$ cat src/hw/rtl/sgcp_pkg.sv
// ----------------------------------------------------------------------------
// sgcp_pkg
// Types and constants shared by the Super-I/O configuration port modules.
// ----------------------------------------------------------------------------
package sgcp_pkg;

    localparam int unsigned NUM_PINS_DEFAULT = 8;

    // Configuration register indexes.
    localparam logic CFG_BASE_PORT = 1'b0;
    localparam logic CFG_CHIP_ID   = 1'b1;

    localparam logic [15:0] BASE_PORT_RESET = 16'h002E;
    localparam logic [15:0] CHIP_ID_RESET   = 16'hD282;

    // Access kinds.
    localparam logic OP_READ  = 1'b0;
    localparam logic OP_WRITE = 1'b1;

    // Keys written to the index port.
    localparam logic [7:0] KEY_UNLOCK = 8'h87;
    localparam logic [7:0] KEY_LOCK   = 8'hAA;

    // Configuration space register indexes.
    localparam logic [7:0] REG_LDSEL  = 8'h07;
    localparam logic [7:0] REG_ID_HI  = 8'h20;
    localparam logic [7:0] REG_ID_LO  = 8'h21;
    localparam logic [7:0] REG_ENABLE = 8'h30;
    localparam logic [7:0] REG_DIR    = 8'hF0;
    localparam logic [7:0] REG_DATA   = 8'hF1;

    localparam logic [7:0] LD_GPIO    = 8'h07;
    localparam int unsigned ENABLE_BIT = 4;
    localparam logic [7:0] NO_DATA    = 8'hFF;

    typedef enum logic [1:0] {
        KEY_LOCKED = 2'd0,
        KEY_ONE    = 2'd1,
        KEY_OPEN   = 2'd2
    } t_key_stage;

    typedef struct packed {
        logic [15:0] io_address;
        logic        opcode;
        logic [7:0]  wr_data;
        logic [7:0]  pin_levels;
    } t_item;

    typedef struct packed {
        logic       hit;
        logic [7:0] rd_data;
        logic [7:0] pin_drive;
        logic [7:0] pin_output_enable;
        logic       config_unlocked;
    } t_result;

endpackage

$ cat src/hw/rtl/sgcp_core.sv
// ----------------------------------------------------------------------------
// sgcp_core
// Key sequencer, configuration space registers and read decode.
// ----------------------------------------------------------------------------
module sgcp_core #(
    parameter int unsigned NUM_PINS = sgcp_pkg::NUM_PINS_DEFAULT
) (
    input  logic              i_clk,
    input  logic              i_rst_n,
    input  logic              i_step,
    input  sgcp_pkg::t_item   i_item,
    input  logic [15:0]       i_base_port,
    input  logic [15:0]       i_chip_id,
    output sgcp_pkg::t_result o_result
);
    import sgcp_pkg::*;

    localparam logic [7:0] PIN_MASK = 8'((1 << NUM_PINS) - 1);

    t_key_stage r_key, n_key;
    logic [7:0] r_index, n_index;
    logic [7:0] r_dev, n_dev;
    logic [7:0] r_enable, n_enable;
    logic [7:0] r_dir, n_dir;
    logic [7:0] r_latch, n_latch;

    logic [15:0] data_port;
    logic        at_index;
    logic        at_data;
    logic        unlocked;
    logic        gpio;
    logic        is_wr;
    logic [7:0]  rd;
    logic [7:0]  reg_rd;

    assign data_port = i_base_port + 16'd1;
    assign at_index  = (i_item.io_address == i_base_port);
    assign at_data   = !at_index && (i_item.io_address == data_port);
    assign unlocked  = (r_key == KEY_OPEN);
    assign gpio      = (r_dev == LD_GPIO);
    assign is_wr     = (i_item.opcode == OP_WRITE);

    always_comb begin
        case (r_index)
            REG_LDSEL:  reg_rd = r_dev;
            REG_ID_HI:  reg_rd = i_chip_id[15:8];
            REG_ID_LO:  reg_rd = i_chip_id[7:0];
            REG_ENABLE: reg_rd = gpio ? r_enable : NO_DATA;
            REG_DIR:    reg_rd = gpio ? r_dir : NO_DATA;
            REG_DATA:   reg_rd = gpio ? (((r_dir & i_item.pin_levels) |
                                          (~r_dir & r_latch)) & PIN_MASK) : NO_DATA;
            default:    reg_rd = NO_DATA;
        endcase
    end

    always_comb begin
        n_key    = r_key;
        n_index  = r_index;
        n_dev    = r_dev;
        n_enable = r_enable;
        n_dir    = r_dir;
        n_latch  = r_latch;
        rd       = NO_DATA;
        if (at_index) begin
            if (is_wr) begin
                if (unlocked) begin
                    if (i_item.wr_data == KEY_LOCK) begin
                        n_key = KEY_LOCKED;
                    end else begin
                        n_index = i_item.wr_data;
                    end
                end else if (r_key == KEY_ONE) begin
                    n_key = (i_item.wr_data == KEY_UNLOCK) ? KEY_OPEN : KEY_LOCKED;
                end else begin
                    n_key = (i_item.wr_data == KEY_UNLOCK) ? KEY_ONE : KEY_LOCKED;
                end
            end else if (unlocked) begin
                rd = r_index;
            end
        end else if (at_data && unlocked) begin
            if (is_wr) begin
                case (r_index)
                    REG_LDSEL:  n_dev = i_item.wr_data;
                    REG_ENABLE: if (gpio) n_enable = i_item.wr_data;
                    REG_DIR:    if (gpio) n_dir = i_item.wr_data | ~PIN_MASK;
                    REG_DATA:   if (gpio) n_latch = i_item.wr_data & PIN_MASK;
                    default: ;
                endcase
            end else begin
                rd = reg_rd;
            end
        end
    end

    // The pin outputs and lock flag show the state after this access.
    always_comb begin
        o_result.hit               = at_index || at_data;
        o_result.rd_data           = rd;
        o_result.pin_drive         = n_latch & PIN_MASK;
        o_result.pin_output_enable = n_enable[ENABLE_BIT] ? (~n_dir & PIN_MASK) : 8'h00;
        o_result.config_unlocked   = (n_key == KEY_OPEN);
    end

    always_ff @(posedge i_clk) begin
        if (!i_rst_n) begin
            r_key    <= KEY_LOCKED;
            r_index  <= 8'h00;
            r_dev    <= 8'h00;
            r_enable <= 8'h00;
            r_dir    <= 8'hFF;
            r_latch  <= 8'h00;
        end else if (i_step) begin
            r_key    <= n_key;
            r_index  <= n_index;
            r_dev    <= n_dev;
            r_enable <= n_enable;
            r_dir    <= n_dir;
            r_latch  <= n_latch;
        end
    end

    a_dir_unused_input: assert property (@(posedge i_clk) disable iff (!i_rst_n)
        (r_dir | PIN_MASK) == 8'hFF)
        else $error("direction bit of an absent pin cleared");

    a_latch_unused_zero: assert property (@(posedge i_clk) disable iff (!i_rst_n)
        (r_latch & ~PIN_MASK) == 8'h00)
        else $error("latch bit of an absent pin set");

    a_miss_keeps_state: assert property (@(posedge i_clk) disable iff (!i_rst_n)
        (i_step && !o_result.hit) |=> ($stable(r_key) && $stable(r_index) &&
                                        $stable(r_dev) && $stable(r_latch)))
        else $error("state changed on an access that missed the ports");

endmodule

$ cat src/hw/rtl/superio_gpio_config_port_unit.sv
// ----------------------------------------------------------------------------
// superio_gpio_config_port_unit
// Super-I/O index/data configuration port with one GPIO logical device.
//
//  Channel | Direction | Handshake                 | Payload
//  --------+-----------+---------------------------+---------------------------
//  in      | input     | i_in_valid / o_in_ready   | io_address, opcode, ...
//  out     | output    | o_out_valid / i_out_ready | hit, rd_data, pin state
//  cfg     | input     | i_cfg_we                  | i_cfg_index, i_cfg_data
//
// One access per cycle is sustained while the output is not stalled. An access
// is first taken into the input register and then decoded into the result
// register once the output can advance, where it is offered on the output.
// The configuration state is updated as the access moves into the result
// register. A stalled output holds one result while the input register takes
// one more access. Reset is synchronous and needs no clearing time.
// ----------------------------------------------------------------------------
module superio_gpio_config_port_unit #(
    parameter int unsigned NUM_PINS = sgcp_pkg::NUM_PINS_DEFAULT
) (
    input  logic        i_clk,
    input  logic        i_rst_n,
    input  logic        i_in_valid,
    output logic        o_in_ready,
    input  logic [15:0] i_io_address,
    input  logic        i_opcode,
    input  logic [7:0]  i_wr_data,
    input  logic [7:0]  i_pin_levels,
    output logic        o_out_valid,
    input  logic        i_out_ready,
    output logic        o_hit,
    output logic [7:0]  o_rd_data,
    output logic [7:0]  o_pin_drive,
    output logic [7:0]  o_pin_output_enable,
    output logic        o_config_unlocked,
    input  logic        i_cfg_we,
    input  logic        i_cfg_index,
    input  logic [15:0] i_cfg_data
);
    import sgcp_pkg::*;

    logic [15:0] r_base_port;
    logic [15:0] r_chip_id;
    logic        r_in_valid;
    t_item       r_in;
    logic        r_out_valid;
    t_result     r_out;
    t_result     result;
    logic        advance;
    logic        step;

    assign advance    = !r_out_valid || i_out_ready;
    assign step       = r_in_valid && advance;
    assign o_in_ready = !r_in_valid || advance;

    always_ff @(posedge i_clk) begin
        if (!i_rst_n) begin
            r_base_port <= BASE_PORT_RESET;
            r_chip_id   <= CHIP_ID_RESET;
        end else if (i_cfg_we) begin
            case (i_cfg_index)
                CFG_BASE_PORT: r_base_port <= i_cfg_data;
                CFG_CHIP_ID:   r_chip_id   <= i_cfg_data;
                default: ;
            endcase
        end
    end

    always_ff @(posedge i_clk) begin
        if (!i_rst_n) begin
            r_in_valid  <= 1'b0;
            r_out_valid <= 1'b0;
        end else begin
            if (o_in_ready) begin
                r_in_valid <= i_in_valid;
            end
            if (step) begin
                r_out_valid <= 1'b1;
            end else if (i_out_ready) begin
                r_out_valid <= 1'b0;
            end
        end
    end

    always_ff @(posedge i_clk) begin
        if (i_in_valid && o_in_ready) begin
            r_in.io_address <= i_io_address;
            r_in.opcode     <= i_opcode;
            r_in.wr_data    <= i_wr_data;
            r_in.pin_levels <= i_pin_levels;
        end
        if (step) begin
            r_out <= result;
        end
    end

    sgcp_core #(
        .NUM_PINS (NUM_PINS)
    ) u_core (
        .i_clk       (i_clk),
        .i_rst_n     (i_rst_n),
        .i_step      (step),
        .i_item      (r_in),
        .i_base_port (r_base_port),
        .i_chip_id   (r_chip_id),
        .o_result    (result)
    );

    assign o_out_valid         = r_out_valid;
    assign o_hit               = r_out.hit;
    assign o_rd_data           = r_out.rd_data;
    assign o_pin_drive         = r_out.pin_drive;
    assign o_pin_output_enable = r_out.pin_output_enable;
    assign o_config_unlocked   = r_out.config_unlocked;

    a_full_blocks_input: assert property (@(posedge i_clk) disable iff (!i_rst_n)
        (r_in_valid && r_out_valid && !i_out_ready) |-> !o_in_ready)
        else $error("input taken while both stages are held");

    a_step_fills_output: assert property (@(posedge i_clk) disable iff (!i_rst_n)
        step |=> r_out_valid)
        else $error("advanced item did not reach the result register");

    a_held_input_kept: assert property (@(posedge i_clk) disable iff (!i_rst_n)
        (r_in_valid && !advance) |=> r_in_valid)
        else $error("stalled access lost from the input register");

endmodule
$ cat config.mk
export PLATFORM = sky130hd
export DESIGN_NAME = superio_gpio_config_port_unit
export DESIGN_NICKNAME = d
export VERILOG_FILES = /design/src/hw/rtl/sgcp_pkg.sv /design/src/hw/rtl/sgcp_core.sv /design/src/hw/rtl/superio_gpio_config_port_unit.sv
export SDC_FILE = /design/constraint.sdc
export NUM_CORES = 1
export LEC_CHECK = 0
export BUFFER_PORTS_ARGS = -buffer_cell sky130_fd_sc_hd__buf_2
export CAP_MARGIN = 10
export CORE_MARGIN = 2
export CORE_UTILIZATION = 30
export DETAILED_ROUTE_END_ITERATION = 10
export PLACE_DENSITY_LB_ADDON = 0.08
export RECOVER_POWER = 25
export SYNTH_ARGS = -nofsm -noshare
export SYNTH_HDL_FRONTEND = slang
export SYNTH_HIERARCHICAL = 1
export SYNTH_SLANG_ARGS = --single-unit
$ cat constraint.sdc
create_clock -name i_clk -period 4.8 [get_ports i_clk]
set_clock_uncertainty 0.1 [all_clocks]
set_input_delay 0.24 -clock i_clk [delete_from_list [all_inputs] [get_ports i_clk]]
set_output_delay 0.24 -clock i_clk [all_outputs]
set_load 0.1 [all_outputs]
* After elaboration in Yosys (flattened, before gate mapping)
Cells that the tools add are included.
Word-level totals: bits in registers 135, input bits 55, output and inout bits 28, logic and storage cells 92
Cells by class: add/sub/neg operators 1, equal/unequal tests 14, multiplexer cells 33, bitwise operators 8, reductions and logical operators 16
Operators with widths (count):
- $mux 8 | 18
- $pmux 8 s6 | 1
- $eq 16x16->1 | 2
- $eq 8x8->1 const B | 4
- $mux 5 | 5
- $eq 8x6->1 const B | 3
- $add 16x1->16 const B | 1
- $and 8x8->8 | 2
- $eq 8x3->1 const B | 2
- $not 8->8 | 2
- $mux 2 | 6
- $reduce_and 5->1 | 2
- $or 8x8->8 | 1
- $reduce_and 6->1 | 1
- $eq 2x2->1 const B | 2
- $logic_and 1x1->1 | 4
- $reduce_and 2->1 | 2
- $logic_not 1->1 | 3
- $logic_or 1x1->1 | 3
- $mux 1 | 3
- $not 1->1 | 3
- $eq 2x1->1 const B | 1
- $reduce_bool 2->1 | 1

* Longest topological paths before layout
Gate-level depths: netlist of run 1.
word-level depth 8, mapped depth 10, mapped depth without buffers 9

* Hierarchy
Netlist of run 1, hierarchy kept.
Modules (own cells, without submodules):
- sgcp_core | instances 1, cells each 391, area an instance 3211.8 um2
- superio_gpio_config_port_unit | instances 1, cells each 203, area an instance 3118.0 um2

* Worst setup path after synthesis of run 1
No wires, ideal clock.
path kind register to register, start point register r_out_valid (netlist: o_out_valid), end point register u_core.r_dir[6], setup time 128 ps, arrival 3793 ps, data required time 4572 ps, slack 779 ps, cell stages (with the launch flop) 7, clock period less this slack 4021 ps, cell sequence dfxtp_1 nor2b_1 nor2b_1 nand4_1 nor4_4 mux2i_1 nand2_1
Between the ends: word-level cells in the longest chain between the ends 3
RTL lines:
- from (decl) | line superio_gpio_config_port_unit.sv:46 | logic r_out_valid;
- from (signal assigned) | line superio_gpio_config_port_unit.sv:72 | r_out_valid <= 1'b0;
- from (signal assigned) | line superio_gpio_config_port_unit.sv:78 | r_out_valid <= 1'b1;
- from (signal assigned) | line superio_gpio_config_port_unit.sv:80 | r_out_valid <= 1'b0;
- $logic_not 1->1 | line superio_gpio_config_port_unit.sv:52 | assign advance = !r_out_valid || i_out_ready;
- $logic_or 1x1->1 | line superio_gpio_config_port_unit.sv:52
- $logic_and 1x1->1 | line superio_gpio_config_port_unit.sv:53 | assign step = r_in_valid && advance;
- via step | line superio_gpio_config_port_unit.sv:50 | logic step;
- to (signal assigned) | line sgcp_core.sv:117 | r_dir <= n_dir;
- to (decl) | line sgcp_core.sv:24 | logic [7:0] r_dir, n_dir;
The timed path passes the listed nets, and every way through them passes these cells. A chain may end at the register's enable or synchronous reset.

* Worst setup path after layout of run 1
start point register r_in[22] (netlist name), end point register r_out, in the netlist o_pin_output_enable[5] (data pin)
Between the ends: word-level cells in the longest chain between the ends 7, elaborated cells between the ends (all ways) 10, those cells by class 2 x eq/ne; 4 x mux; 1 x bitwise; 3 x reduce/logical
RTL lines:
- from (decl) | line superio_gpio_config_port_unit.sv:45 | t_item r_in;
- $eq 16x16->1 | line sgcp_core.sv:37 | assign at_index = (i_item.io_address == i_base_port);
- $logic_not 1->1 | line sgcp_core.sv:38 | assign at_data = !at_index && (i_item.io_address == data_port);
- $logic_and 1x1->1 | line sgcp_core.sv:38
- $logic_and 1x1->1 | line sgcp_core.sv:80 | end else if (at_data && unlocked) begin
- $mux 8 | line sgcp_core.sv:80
- $mux 8 | line sgcp_core.sv:64 | if (at_index) begin
- $not 8->8 | line sgcp_core.sv:100 | o_result.pin_output_enable = n_enable[ENABLE_BIT] ? (~n_dir & PIN_MASK) : 8'h00;
- to (signal assigned) | line superio_gpio_config_port_unit.sv:93 | r_out <= result;
- to (decl) | line superio_gpio_config_port_unit.sv:47 | t_result r_out;
Several ways; a longest one is shown, not always the timed one.

==> metrics.txt, run 1 <==
Critical Path RT=slightly below 5 ns; Synth cell types=between 60 and 70; final net count=768; initial DRC count=239; worst skew pair latency=0.42 ns; RSZ-0062 raised after global routing=no; Tmin final=3.56 ns; CTS Buf Count=17; vias per cell=4.88; number of synthesized register bits=135; Syn. warnings=6; leak pwr=0.00286 µW; Least-Margin Pin Slew=slightly above 2 ns; # DRC=0; CTS root buf=clkbuf_16; pwr/cell area=357 mW/mm²; post-synth top area share=about 28%; row cnt=53; leading cell types by count after synthesis=77 x nand2_1, 76 x dfxtp_1, 61 x mux2i_1; fin cells=1,000; synthesized area=0.00633 mm²; Post-Syn Instances=between 500 and 600; slew margin rel.=-37.6%; final worst path period share=~74%; Max Cap Viol=2; Async SR Flop Fraction=0%; TritonCTS clock tree=done; failing checks=max-capacitance violations, max-slew violations; Post-synth top flop=dfxtp_1; main combinational cell family by area after synthesis=simple AND/OR/NAND/NOR gates; Vias=4,883; hold_buf cts=just over 40; Syn Nets=650; Starting Density=30.3%; Remaining Overflow, GRT=0; number of synthesized flops with an enable pin=59; synth-to-layout area growth=26.4%; share of layout cells above drive strength 1=18.8%; Max FO, Critical Path=8; post-synthesis compound-gate area fraction=10.7%; ranking of synthesized cells by area=edfxtp_1 28%, dfxtp_1 24%, mux2i_1 9.6%; crit path DAT=3.60 ns; CP cell instances=xnor2_1, o21bai_1, a2111o_1, a2111oi_4, o211ai_4, nor4_1, mux2i_1, a211oi_1; Hold Vio Cnt, Final=0; crit-path max cell delay=0.71 ns; Max H-tree Level=4; Worst setup EP type=flip-flop; chip height=149 µm; worst setup path class=reg2reg; Port Buf Inserts=82; dominant cell type by area after synthesis=edfxtp_1; top-count cell post-synth=nand2_1; clk slew on worst S/H paths=about 0.060 ns; Num Clock Sinks=~140; Longest Clk Path Bufs=2; vias in the first global route=slightly below 5,000; CP max-delay cell=mux2i_1; fin. max-slew vios=94; total die area=0.0223 mm²; Antenna Nets Post-Route=0; Core ar.=0.0209 mm²; Post-CTS Setup Bufs=0; WL final=18,300 µm; Max Clock Freq=about 280 MHz; DP HPWL=13,200 µm; setup_tns=0 ns; simple-gate share of the synthesized area=roughly a fifth; drt pass-1 iters=5; post-synthesis mux area share=11.1%; Antenna Cells=0; initial antenna violation count=0; Die W=between 100 and 150 µm; Post-Synth Adder-Cell Area=0.198%; xor and xnor area share after synthesis=2.77%; worst hold path class=in2reg; run status=complete, but fails checks; post_cts resized=0; largest net degree at the start of global routing=52; syn avg cell area=about 11 µm²; per-cell routed wire length=18.3 µm; boundary pin count=83; register area share after synthesis=52.0%; Tot GR Track Use=17.1%; Worst VDD drop=235 µV; Routability Congestion=0.849; CP Launch Type=flip-flop; global-route wire length before repair=28,400 µm; placed insts=~930; final setup fails=0
-- cells in the final DEF, fill, tap and decap left out, types with 4 or more instances in the layout --
cell type,netlist,routed
and3_1,6,6
a222oi_1,7,7
nor2b_1,41,40
nor3_1,7,7
edfxtp_1,59,59
buf_4,2,6
mux2_2,8,8
a211oi_1,8,8
nor2_1,25,25
mux2i_1,61,61
a22oi_1,7,7
nand3_1,12,12
xnor2_1,18,18
a31oi_1,9,9
nand2b_1,4,4
o211ai_1,10,10
dfxtp_1,76,76
nand4_1,12,12
nand3b_1,5,5
and2_1,7,7
nor4_1,5,5
inv_1,21,21
clkbuf_16,0,17
clkbuf_1,21,6
inv_6,0,4
a21oi_1,14,13
nand2_1,77,77
dlygate4sd3_1,0,41
buf_2,3,77
o21ai_0,13,14
-- worst paths after layout --
check	start	end	slack, ns	cells past startpoint
setup / recovery	r_in[22]	o_pin_output_enable[5]	1.24	8
setup reg to reg	r_in[22]	o_pin_output_enable[5]	1.24	8
hold reg to reg	r_chip_id[3]	r_chip_id[3]	0.36	2
hold / removal	i_cfg_data[13]	r_base_port[13]	0.01	3
-- final cells by class --
cell class	instances	area, µm²
Clock inverter	15	175
Tap cell	275	344
Inverter	22	82.6
Clock buffer	17	425
Sequential cell	135	3290
Fill cell	2088	12900
Timing Repair Buffer	130	863
Multi-Input combinational cell	406	2820
-- worst max-delay path: cells and delay by family (launching register included) --
family,cells,cell delay (ns)
mux,1,0.71
xor+xnor,1,0.38
simple gates,1,0.39
compound gates,5,1.29
flops,1,0.39
-- power breakdown --
part | internal, µW | switching (µW) | total, µW
Clock | 818 | 517 | 1330
Combinational | 85.7 | 154 | 240
Sequential | 1240 | 41.5 | 1280
-- metrics by stage --
| step | instance area, µm² | setup WS (ns) | total power [µW] | hold WS, ns | utilization, % |
|---|---|---|---|---|---|
| 6_report | 8000 | 1.24 | 2860 | 0.0121 | 38.3 |
| 5_1_grt | 8000 | 1.04 | 2960 | 0.0179 | 38.3 |
| 4_1_cts | 8010 | 1.22 | 2890 | 0.00193 | 38.3 |
| 3_5_place_dp | 7000 | 1.24 | 1520 | 0.318 | 33.5 |
| 3_3_place_gp | 7000 | 1.32 | 1520 | 0.316 | 33.5 |
| 2_1_floorplan | 6330 | 0.779 | 1450 | 0.239 | - |
-- cells by family after synthesis --
family                     count (synthesis)
and+or+nand+nor                          224
DFF                                      135
AOI/OAI and AO/OA                         92
muxes                                     69
buffers and inverters                     53
xor gates and xnor gates                  20
adders and majority gates                  1
-- per-layer routing --
| layer | GRT usage [%] | part of all wire, % | vias up | routed length, µm |
|---|---|---|---|---|
| met5 | 0 | 0 | - | 0 |
| met4 | 7.43 | 2.7 | 0 | 499 |
| met3 | 3.21 | 3.1 | 30 | 568 |
| met2 | 28.6 | 49 | 118 | 8980 |
| met1 | 21.5 | 45 | 2340 | 8200 |
| li1 | - | - | 2395 | - |
-- state kept, by name, summed over array words and instances (netlist names), 2 cells and up --
signal	flops
r_base_port	16
r_in	33
o_pin_drive	8
o_rd_data	8
u_core/r_latch	8
u_core/r_dev	8
u_core/r_enable	8
u_core/r_dir	8
u_core/r_key	2
u_core/r_index	8
r_chip_id	16
o_pin_output_enable	8
(Power assumes the default switching activity.)
==> inputs of run 2 (changes only) <==
- ABC_AREA: default -> 1
- clock period: 4.8 -> 3.3 ns (I/O delays scaled with it)
==> run 2 against run 1 <==
The run now ends clean. Die area rose by 16%. Worst setup slack got worse by 0.85 ns. Power rose by 59%. Maximum frequency rose by 22%. Synthesized cell count rose by 70%. Critical path type unchanged. Area after synthesis rose by 16%. Clock-buffer cell count rose by 1. Register-to-register slack got worse by 0.85 ns.
==> metrics.txt, run 2 <==
row cnt=57; crit path DAT=2.98 ns; pwr/cell area=489 mW/mm²; Worst setup EP type=flip-flop; area of the multi-input gates=about 0.0035 mm²; synthesized area=0.00735 mm²; Die W=160 µm; leak pwr=0.00421 µW; total die area=0.0258 mm²; Biggest register=r_in; WL final=about 23,000 µm; Max FO, Critical Path=11; Syn. warnings=6; setup_tns=0 ns; run status=complete, no violations; fin cells=1,483; register area share after synthesis=between 40 and 50%; syn avg cell area=7.29 µm²; TritonCTS clock tree=done; global-route wire length before repair=between 30,000 and 40,000 µm; Syn Nets=1,064; biggest regs=r_in x33, r_base_port x16, r_chip_id x16; Starting Density=30.4%; Max H-tree Level=4; per-cell routed wire length=15.7 µm; final setup fails=0; Max Clock Freq=343 MHz; Antenna Cells=0; Async SR Flop Fraction=0%; Tmin final=2.91 ns; commonest non-fill, non-tap cell in the layout=nand2_1; hold_buf cts=52; Num Clock Sinks=135; drt pass-1 iters=5; Antenna Nets Post-Route=0; ranking of synthesized cells by area=edfxtp_1 24%, dfxtp_1 21%, nand2_1 15%; slew margin rel.=between 40% and 50%; most frequent cells in the layout=293 x nand2_1, 140 x nor2_1, 109 x inv_1; fin. max-slew vios=0; Critical Path RT=3.37 ns; Post-Syn Instances=roughly 1,000; Vias=6,840; Core ar.=0.0242 mm²; Core Util, Final=38.4%; dominant cell type by area after synthesis=edfxtp_1; clk slew on worst S/H paths=0.07 ns; vias in the first global route=6,624; Hold Vio Cnt, Final=0; DP HPWL=~17,000 µm; final worst path period share=88.3%; initial antenna violation count=1; CP Launch Type=flip-flop; chip height=about 160 µm; number of synthesized register bits=135; Tot GR Track Use=18.7%; CTS root buf=clkbuf_16; Remaining Overflow, GRT=0; # fillers=2,556; worst hold path class=in2reg; worst setup path class=reg2reg; Worst VDD drop=approximately 220 µV; largest net degree at the start of global routing=55; post_cts resized=0; # DRC=0; number of synthesized flops with an enable pin=59; final net count=between 1,000 and 1,500; Least-Margin Pin Slew=0.870 ns; share of layout cells above drive strength 1=approximately 15%; Routability Congestion=0.810; leading cell types by count after synthesis=292 x nand2_1, 139 x nor2_1, 109 x inv_1; RSZ-0062 raised after global routing=no; FF/Latch Area=about 0.0033 mm²; Post-Layout Inst Area=roughly 0.0093 mm²; initial DRC count=425; Placed Instance Area=between 0.008 and 0.009 mm²; Post-synth top flop=dfxtp_1; Synth cell types=45; CTS Buf Count=17; worst skew pair latency=0.43 ns; Longest Clk Path Bufs=2; top-count cell post-synth=nand2_1; post-synth top area share=roughly 24%; boundary pin count=83; synth-to-layout area growth=26.4%; Post-CTS Setup Bufs=0; Max Cap Viol=0; flip-flop count of the largest register after layout=33; vias per cell=4.61; placed insts=1,399; Port Buf Inserts=a little over 80
[run 2: cell types whose count changed after synthesis, moves of 9 or more]
cell      before  now
nor2_1        25  139
a21oi_1       14   37
nand2_1       77  292
xnor2_1       18    5
o211ai_1      10    0
inv_1         21  109
a31oi_1        9    0
o21ai_0       13   80
nor2_2         0   12
nand3_1       12   61
nor2b_1       41    0
mux2i_1       61    0
nand4_1       12   34
[run 2: kinds of logic (layout without fill, tap and decap cells)]
| kind of cell | after synthesis | count (layout) | share of synthesized area (%) |
|---|---|---|---|
| simple gates | 587 | 587 | 35.9 |
| buf+inv | 143 | 294 | 7.90 |
| flops | 135 | 135 | 44.8 |
| compound gates | 126 | 126 | 8.87 |
| xor+xnor | 16 | 16 | 2.32 |
| fa+ha+maj | 1 | 1 | 0.170 |
[run 2: final cells by class]
class                           count  area share [%]
Clock buffer                       18            4.73
Clock inverter                     14            2.12
Inverter                          114            4.62
Multi-Input combinational cell    730            37.4
Sequential cell                   135            35.5
Tap cell                          324            4.37
Timing Repair Buffer              148            11.3
[run 2: through the flow]
| stage | hold WS, ns | power [µW] | worst slack [ns] |
|---|---|---|---|
| after global routing | 0.0688 | 4740 | 0.118 |
| after floorplan | 0.164 | 2270 | 0.0558 |
| final | 0.0444 | 4540 | 0.387 |
| after CTS | 0.0238 | 4600 | 0.399 |
| after global placement | 0.242 | 2450 | 0.450 |
| after detailed placement | 0.243 | 2450 | 0.409 |
[run 2: per-layer routing]
metal,routed length (µm),track usage [%]
met1,11700,26.3
met2,10200,29.1
met3,978,3.51
met4,352,5.53
met5,0,0
[run 2: where the power goes]
group	internal [µW]	total [µW]	switching, µW	leakage [µW]
Sequential	1830	1900	79.3	0.00117
Combinational	191	551	360	0.00273
Clock	1290	2080	790	0.000303
[run 2: path summary, 6_finish.rpt]
| path | start | endpoint | slack, ns | depth (start not counted) |
|---|---|---|---|---|
| setup / recovery | r_base_port[1] | o_rd_data[5] | 0.39 | 10 |
| hold / removal | i_rst_n | u_core/r_index[1] | 0.04 | 3 |
| setup reg to reg | r_base_port[1] | o_rd_data[5] | 0.39 | 10 |
| hold reg to reg | r_chip_id[1] | r_chip_id[1] | 0.37 | 2 |
[run 2: critical path, cell delays in order (launching register included)]
cell     delay, ns
dfxtp_1       0.41
ha_1          0.24
nand3_2       0.14
nor2_2        0.46
xor3_1        0.31
nor2_1        0.13
nand2_1       0.07
nor2_2        0.37
nand3_4       0.18
o21ai_1       0.15
o21ai_0       0.09
